File: src/hw/rtl/bdq_pkg.sv
// Shared types for the bounded deque: operation codes and sequencer states.
`default_nettype none

package bdq_pkg;

	typedef enum logic [2:0] {
		OP_PUSH_FRONT = 3'd0,
		OP_PUSH_BACK  = 3'd1,
		OP_POP_FRONT  = 3'd2,
		OP_POP_BACK   = 3'd3,
		OP_DEL_FIRST  = 3'd4,
		OP_DEL_ALL    = 3'd5,
		OP_READ       = 3'd6,
		OP_CLEAR      = 3'd7
	} op_t;

	typedef enum logic [2:0] {
		ST_IDLE,
		ST_EXEC,
		ST_SCAN,
		ST_RDIDX,
		ST_FETCH,
		ST_DONE
	} state_t;

endpackage

`default_nettype wire

File: src/hw/rtl/bdq_mem.sv
// Entry store: one write port, two registered read ports.
`default_nettype none

module bdq_mem #(
	parameter int DEPTH = 16,
	parameter int WIDTH = 32,
	parameter int AW    = 4
) (
	input  wire logic             clk,
	input  wire logic             we,
	input  wire logic [AW-1:0]    waddr,
	input  wire logic [WIDTH-1:0] wdata,
	input  wire logic [AW-1:0]    raddr_a,
	input  wire logic [AW-1:0]    raddr_b,
	output logic      [WIDTH-1:0] rdata_a,
	output logic      [WIDTH-1:0] rdata_b
);

	logic [WIDTH-1:0] mem [DEPTH];

	always_ff @(posedge clk) begin
		if (we) begin
			mem[waddr] <= wdata;
		end
	end

	always_ff @(posedge clk) begin
		rdata_a <= mem[raddr_a];
		rdata_b <= mem[raddr_b];
	end

endmodule

`default_nettype wire

File: src/hw/rtl/bounded_deque_with_match_delete.sv
// Bounded double-ended queue with match deletion over a circular entry store.
//
// One word is taken when start is high and busy is low; its result appears on
// the result ports for exactly one cycle with done high, and the receiver has
// no way to hold it off. From accept, the sequencer passes through EXEC, then
// RDIDX for a read whose index is in range or SCAN for a match deletion, then
// FETCH and DONE. A match deletion streams every held entry through one read
// port and one write port of the store, one entry per cycle, closing gaps in
// place. After each result the sequencer returns to IDLE with busy low before
// it takes the next word. The store needs no clearing after reset.
`default_nettype none

module bounded_deque_with_match_delete
	import bdq_pkg::*;
#(
	parameter int DEPTH = 16,
	parameter int WIDTH = 32
) (
	input  wire logic                         clk,
	input  wire logic                         arst_n,
	input  wire logic                         start,
	output logic                              busy,
	input  wire logic [2:0]                   mode,
	input  wire logic [WIDTH-1:0]             value,
	input  wire logic [$clog2(DEPTH)-1:0]     index,
	output logic                              done,
	output logic      [WIDTH-1:0]             front_value,
	output logic      [WIDTH-1:0]             rear_value,
	output logic      [$clog2(DEPTH+1)-1:0]   entry_count,
	output logic                              is_empty,
	output logic                              found,
	output logic      [WIDTH-1:0]             read_value,
	output logic                              overflow
);

	localparam int AW = $clog2(DEPTH);
	localparam int CW = $clog2(DEPTH + 1);
	localparam int SW = CW + 1;

	state_t           state_q, state_d;
	op_t              op_q;
	logic [WIDTH-1:0] val_q;
	logic [AW-1:0]    idx_q;
	logic [AW-1:0]    front_q;
	logic [CW-1:0]    count_q;
	logic [CW-1:0]    rd_pos_q;
	logic [CW-1:0]    wr_pos_q;
	logic             vld_s1;
	logic             found_q;
	logic             ovf_q;
	logic [WIDTH-1:0] rd_q;

	logic             we;
	logic [AW-1:0]    waddr;
	logic [WIDTH-1:0] wdata;
	logic [AW-1:0]    raddr_a;
	logic [AW-1:0]    raddr_b;
	logic [WIDTH-1:0] rdata_a;
	logic [WIDTH-1:0] rdata_b;

	logic             full;
	logic             issue;
	logic             skip;
	logic             idx_ok;
	logic [AW-1:0]    front_dec;
	logic [AW-1:0]    front_inc;

	function automatic logic [AW-1:0] slot_add(input logic [AW-1:0] base,
		input logic [CW-1:0] off);
		logic [SW-1:0] sum;
		sum = SW'(base) + SW'(off);
		if (sum >= SW'(DEPTH)) begin
			sum = sum - SW'(DEPTH);
		end
		return sum[AW-1:0];
	endfunction

	assign full      = (count_q == CW'(DEPTH));
	assign issue     = (rd_pos_q < count_q);
	assign skip      = (rdata_a == val_q) && ((op_q == OP_DEL_ALL) || !found_q);
	assign idx_ok    = (CW'(idx_q) < count_q);
	assign front_dec = (front_q == '0) ? AW'(DEPTH - 1) : front_q - AW'(1);
	assign front_inc = (front_q == AW'(DEPTH - 1)) ? '0 : front_q + AW'(1);

	bdq_mem #(
		.DEPTH(DEPTH),
		.WIDTH(WIDTH),
		.AW   (AW)
	) u_mem (
		.clk    (clk),
		.we     (we),
		.waddr  (waddr),
		.wdata  (wdata),
		.raddr_a(raddr_a),
		.raddr_b(raddr_b),
		.rdata_a(rdata_a),
		.rdata_b(rdata_b)
	);

	always_comb begin
		state_d = state_q;
		case (state_q)
			ST_IDLE: begin
				if (start) begin
					state_d = ST_EXEC;
				end
			end
			ST_EXEC: begin
				case (op_q)
					OP_DEL_FIRST, OP_DEL_ALL: state_d = ST_SCAN;
					OP_READ:                  state_d = idx_ok ? ST_RDIDX : ST_FETCH;
					default:                  state_d = ST_FETCH;
				endcase
			end
			ST_SCAN: begin
				if (!issue && !vld_s1) begin
					state_d = ST_FETCH;
				end
			end
			ST_RDIDX: state_d = ST_FETCH;
			ST_FETCH: state_d = ST_DONE;
			ST_DONE:  state_d = ST_IDLE;
			default:  state_d = ST_IDLE;
		endcase
	end

	always_comb begin
		we      = 1'b0;
		waddr   = front_q;
		wdata   = val_q;
		raddr_a = front_q;
		raddr_b = (count_q == '0) ? front_q : slot_add(front_q, count_q - CW'(1));
		case (state_q)
			ST_EXEC: begin
				raddr_a = slot_add(front_q, CW'(idx_q));
				if (op_q == OP_PUSH_FRONT) begin
					we    = !full;
					waddr = front_dec;
				end else if (op_q == OP_PUSH_BACK) begin
					we    = !full;
					waddr = slot_add(front_q, count_q);
				end
			end
			ST_SCAN: begin
				raddr_a = slot_add(front_q, rd_pos_q);
				we      = vld_s1 && !skip;
				waddr   = slot_add(front_q, wr_pos_q);
				wdata   = rdata_a;
			end
			default: begin
				we = 1'b0;
			end
		endcase
	end

	always_ff @(posedge clk or negedge arst_n) begin
		if (!arst_n) begin
			state_q <= ST_IDLE;
			front_q <= '0;
			count_q <= '0;
			vld_s1  <= 1'b0;
		end else begin
			state_q <= state_d;
			case (state_q)
				ST_EXEC: begin
					vld_s1 <= 1'b0;
					case (op_q)
						OP_PUSH_FRONT: begin
							if (!full) begin
								front_q <= front_dec;
								count_q <= count_q + CW'(1);
							end
						end
						OP_PUSH_BACK: begin
							if (!full) begin
								count_q <= count_q + CW'(1);
							end
						end
						OP_POP_FRONT: begin
							if (count_q != '0) begin
								front_q <= front_inc;
								count_q <= count_q - CW'(1);
							end
						end
						OP_POP_BACK: begin
							if (count_q != '0) begin
								count_q <= count_q - CW'(1);
							end
						end
						OP_CLEAR: begin
							front_q <= '0;
							count_q <= '0;
						end
						default: begin
							count_q <= count_q;
						end
					endcase
				end
				ST_SCAN: begin
					vld_s1 <= issue;
					if (!issue && !vld_s1) begin
						count_q <= wr_pos_q;
					end
				end
				default: begin
					vld_s1 <= 1'b0;
				end
			endcase
		end
	end

	always_ff @(posedge clk) begin
		case (state_q)
			ST_IDLE: begin
				if (start) begin
					op_q    <= op_t'(mode);
					val_q   <= value;
					idx_q   <= index;
					found_q <= 1'b0;
					ovf_q   <= 1'b0;
					rd_q    <= '0;
				end
			end
			ST_EXEC: begin
				rd_pos_q <= '0;
				wr_pos_q <= '0;
				if ((op_q == OP_PUSH_FRONT || op_q == OP_PUSH_BACK) && full) begin
					ovf_q <= 1'b1;
				end
				if (op_q == OP_READ && idx_ok) begin
					found_q <= 1'b1;
				end
			end
			ST_SCAN: begin
				if (issue) begin
					rd_pos_q <= rd_pos_q + CW'(1);
				end
				if (vld_s1) begin
					if (skip) begin
						if (op_q == OP_DEL_FIRST) begin
							found_q <= 1'b1;
						end
					end else begin
						wr_pos_q <= wr_pos_q + CW'(1);
					end
				end
			end
			ST_RDIDX: begin
				rd_q <= rdata_a;
			end
			default: begin
				rd_q <= rd_q;
			end
		endcase
	end

	assign busy        = (state_q != ST_IDLE);
	assign done        = (state_q == ST_DONE);
	assign front_value = (count_q != '0) ? rdata_a : '0;
	assign rear_value  = (count_q != '0) ? rdata_b : '0;
	assign entry_count = count_q;
	assign is_empty    = (count_q == '0);
	assign found       = found_q;
	assign read_value  = rd_q;
	assign overflow    = ovf_q;

	a_count_bound: assert property (@(posedge clk) disable iff (!arst_n)
		count_q <= CW'(DEPTH))
		else $error("entry count above depth");

	a_front_bound: assert property (@(posedge clk) disable iff (!arst_n)
		32'(front_q) < DEPTH)
		else $error("front slot out of range");

	a_done_after_fetch: assert property (@(posedge clk) disable iff (!arst_n)
		done |-> $past(state_q == ST_FETCH))
		else $error("result without store fetch");

	a_ovf_full: assert property (@(posedge clk) disable iff (!arst_n)
		(done && overflow) |-> (count_q == CW'(DEPTH)))
		else $error("overflow flagged with room left");

	a_scan_order: assert property (@(posedge clk) disable iff (!arst_n)
		(state_q == ST_SCAN) |-> (wr_pos_q <= rd_pos_q))
		else $error("compaction write ahead of read");

endmodule

`default_nettype wire

File: config.mk
export PLATFORM = sky130hd
export DESIGN_NAME = bounded_deque_with_match_delete
export DESIGN_NICKNAME = d
export VERILOG_FILES = /design/src/hw/rtl/bdq_pkg.sv /design/src/hw/rtl/bdq_mem.sv /design/src/hw/rtl/bounded_deque_with_match_delete.sv
export SDC_FILE = /design/constraint.sdc
export NUM_CORES = 1
export LEC_CHECK = 0
export ABC_AREA = 1
export BUFFER_PORTS_ARGS = -buffer_cell sky130_fd_sc_hd__buf_2
export CAP_MARGIN = 20
export CORE_MARGIN = 10
export CORE_UTILIZATION = 50
export DETAILED_ROUTE_END_ITERATION = 12
export HOLD_SLACK_MARGIN = 0.03
export PLACE_DENSITY_LB_ADDON = 0.15
export SYNTH_ARGS = -nofsm -noshare
export SYNTH_HDL_FRONTEND = slang
export SYNTH_SLANG_ARGS = --single-unit
File: constraint.sdc
create_clock -name clk -period 3.65 [get_ports clk]
set_clock_uncertainty 0.1 [all_clocks]
set_input_delay 0.365 -clock clk [delete_from_list [all_inputs] [get_ports clk]]
set_output_delay 0.365 -clock clk [all_outputs]
set_load 0.005 [all_outputs]
==> results.txt <==
Walking the worst path, the cells encountered are nor2_2 > nand2_4 > inv_2 > o21bai_1 > inv_1 > ha_1 > inv_1 > fa_1 > nand2_1 > o21ai_4 > buf_12 > nand3_1 > nand3_1 > nand3_1 > nand2_1. The number of buffers on the longest clock path came out at 3. Of the available clock period, the critical path in the final layout requires 0.903. STA classifies the critical path endpoint as a flip-flop. The total of flip-flops plus latches after synthesis came out at 672. The standard cell core area is between 60000 and 70000 um^2. The total of endpoints with negative setup slack in the final report is 0. The die area came out at 79100 um^2. The via count of the first global-routing pass is 26000. The tightest slew margin relative to the limit is 0.314. The maximum clock frequency came out at 303 MHz. When the netlist entered floorplanning its net count stood at 3954. The global routing usage summed across all routing layers came out at 0.267. After routing the design area is 39200 um^2.

At the worst endpoint, the required time is 4.12 ns. The worst setup path is of the flip-flop to flip-flop kind. The unique cell type count in the Yosys netlist came out at 39. The layout overhead on the synthesized area is 14.9%. The detailed-routing iteration count for the pre-antenna-repair pass came out at 8. The area share of the largest cell type after synthesis is 0.523. Of the synthesized area, sequential elements account for 0.570. The most frequently used flop master after synthesis is sky130_fd_sc_hd__edfxtp_1.

The net count of the finished layout is 4091. The number of H-tree branching levels is 3. At the placement stage, the worst setup path has a slack of 0.379 ns.

The routed length per instance came out at 21.5 um. The path depth of the worst reg2reg path came out at 15. The flow ran to the end, and the final reports show no timing, DRC or antenna violations. The post-detailed-placement half-perimeter wirelength is 60.6 mm. The cell area that synthesis handed to floorplanning was between 30000 and 40000 um^2. Summing all placed instances gives a cell area of 36400 um^2.

The total overflow reported by the global router is 0. Across the run, the number of max-cap violations was 0. In this run, synthesis inferred between 500 and 600 flip-flops with an integrated enable. The number of rows created at floorplan is 95. The actual transition at the worst max-transition pin is 1.03 ns. Buffers inserted during clock tree synthesis total 72. Sorting the synthesized cells by area gives the leading types as sky130_fd_sc_hd__edfxtp_1 (52%), sky130_fd_sc_hd__nand2_1 (12%), sky130_fd_sc_hd__nand3_1 (10%), sky130_fd_sc_hd__inv_1 (6.9%), sky130_fd_sc_hd__o211ai_1 (4.4%). The data arrival at the endpoint of the critical path came out at roughly 3.8 ns. The number of design-rule violations left by the first detailed-router iteration came out at 3262. The share of cells above drive strength 1 is 0.101. The maximum cell stage delay along the critical path came out at 0.58 ns. The setup slack of the most critical reg-to-reg path is 0.35 ns. The die outline height came out at 281 um. TritonCTS built the clock tree. The number of pins exceeding their max-slew limit in the final report came out at 0. In the post-synthesis netlist, the cell with the most instances is sky130_fd_sc_hd__nand2_1.

The worst setup path is launched from a flip-flop. The DRC violations left is 0. The post-detailed-routing wire length is 107 mm. The per-cell via count in the routed design is 5.61. The peak fanout along the critical path is 43. Setup repair after global routing left no endpoint under its margin. The largest individual stage delay along the critical path comes from the cell sky130_fd_sc_hd__fa_1. The cell that appears most often on the critical path is sky130_fd_sc_hd__nand3_1. The number of buffers inserted to repair setup after CTS is 0.

The total via count in the routed design came out at 27800. 0 antenna diodes ended up in the layout. The number of placed I/O pins came out at 148. The initial antenna violation count came out at 2. For this run, asynchronously set or reset flops after synthesis account for 0.0193. Routability-driven placement finished with a final weighted congestion of 0.872.

Synthesis produced a netlist whose cell count is 3882. The final instance count without filler cells came out at 4951. The mean area per synthesized cell came out at 8.80 um^2. The starting density of the core came out at 0.507. The first-pass GRT wire length came out at approximately 160 mm. The number of resized instances in the post-cts repair step came out at 0. The insertion delay to the later sink of the worst-skew pair is between 0.6 and 0.7 ns. The count of nets left with antenna violations after detail routing came out at 0.

Ranked by instance count, the synthesized netlist is headed by sky130_fd_sc_hd__nand2_1 (1125), sky130_fd_sc_hd__nand3_1 (713), sky130_fd_sc_hd__inv_1 (627). Entering global routing, the biggest net connects 131 pins. The die boundary width is 281 um.

The biggest area contributor in the post-synthesis netlist is sky130_fd_sc_hd__edfxtp_1. The count of buffers added on input and output ports is 147. The register clock-pin slew on the reported worst setup and hold paths came out at 0.06 ns.

The total number of clock tree sinks came out at ~670. The number of hold violations in the final report came to 0. The path category of the worst min-delay check is input port to async pin.

The final critical-path required period is between 3 and 4 ns. The number of warnings issued by yosys came out at 0. Once routing completed, OpenROAD measured the worst setup slack at 0.353 ns. The number of placed instances, taps included is 4778. The root buffer cell chosen for the clock tree is sky130_fd_sc_hd__clkbuf_16.
==> cell type report <==
cell class	instances	area [um^2]
clock buffer	102	2070
clock inverter	31	324
fill	5829	28200
inverter	634	2380
multi-input combinational	2346	11400
sequential	672	19500
tap	873	1090
timing repair buffer	293	2480
==> what timing repair did <==
item,4_1_cts,5_1_grt
hold buffers,40,0
hold endpoints to repair,52,0
setup endpoints to repair,0,0
==> registers in the layout (all words and copies together) (netlist names), 3 cells and up <==
signal	count
wr_pos_q	5
u_mem.rdata_a	32
read_value	32
rd_pos_q	5
idx_q	4
state_q	3
entry_count	5
u_mem.rdata_b	32
u_mem.mem	512
front_q	4
op_q	3
val_q	32
==> per-stage QoR <==
step	util	TNS (ns)	hold slack [ns]
after floorplan	-	-0.588	-0.0306
after global placement	0.541	0	0.200
after detailed placement	0.541	0	0.199
after CTS	0.582	0	0.0858
after global routing	0.582	0	0.111
final	0.582	0	0.0938
==> worst paths after layout <==
check,from,endpoint
worst max-delay path,state_q[2]$_DFFE_PN0P_,u_mem.rdata_a[16]$_DFF_P_
worst min-delay path,arst_n,entry_count[3]$_DFFE_PN0P_
worst max register to register,state_q[2]$_DFFE_PN0P_,u_mem.rdata_a[16]$_DFF_P_
worst min register to register,u_mem.rdata_a[25]$_DFF_P_,read_value[25]$_SDFFCE_PN0P_
max in group asynchronous,arst_n,state_q[1]$_DFFE_PN0P_
min in group clk,start,state_q[0]$_DFFE_PN0P_
==> per-layer routing <==
layer  track usage  vias to the layer above  routed length, um
li1              -                    13100                  -
met1         0.382                    13000              45900
met2         0.403                     1505              45900
met3        0.0468                      208              11600
met4        0.0963                        0               3270
met5             0                        -                  0
==> layout by cell type (no fill, tap or decap), drive strengths merged, types with 5 or more instances in the layout <==
cell type	instances
nand4	6
nor3	5
a21oi	19
dlygate4sd3	40
o21ai	89
o211ai	198
buf	253
bufinv	6
ha	26
clkinv	21
dfrtp	13
xor2	16
edfxtp	595
inv	634
clkbuf	102
dfxtp	64
nand2	1128
xnor2	17
nand3	714
nor2	107
==> cell families (layout without fill, tap and decap cells) <==
kind of cell | after synthesis | in the layout | share of synthesized area
simple gates | 1967 | 1967 | 0.244
buf+inv | 864 | 1060 | 0.103
flops | 672 | 672 | 0.570
compound gates | 316 | 316 | 0.0619
xor+xnor | 33 | 33 | 0.00846
fa+ha+maj | 30 | 30 | 0.0119
==> worst max-delay path, delay by kind of cell, from the launching register on <==
family / cells / cell delay [ns]
simple gates: 7 / 0.91
flops: 1 / 0.41
compound gates: 2 / 0.43
fa+ha+maj: 2 / 0.73
buf+inv: 4 / 0.65
Power is left out: the tool's default activity adds up to more than one toggle a clock period on the data nets, which glitch-free logic cannot reach.
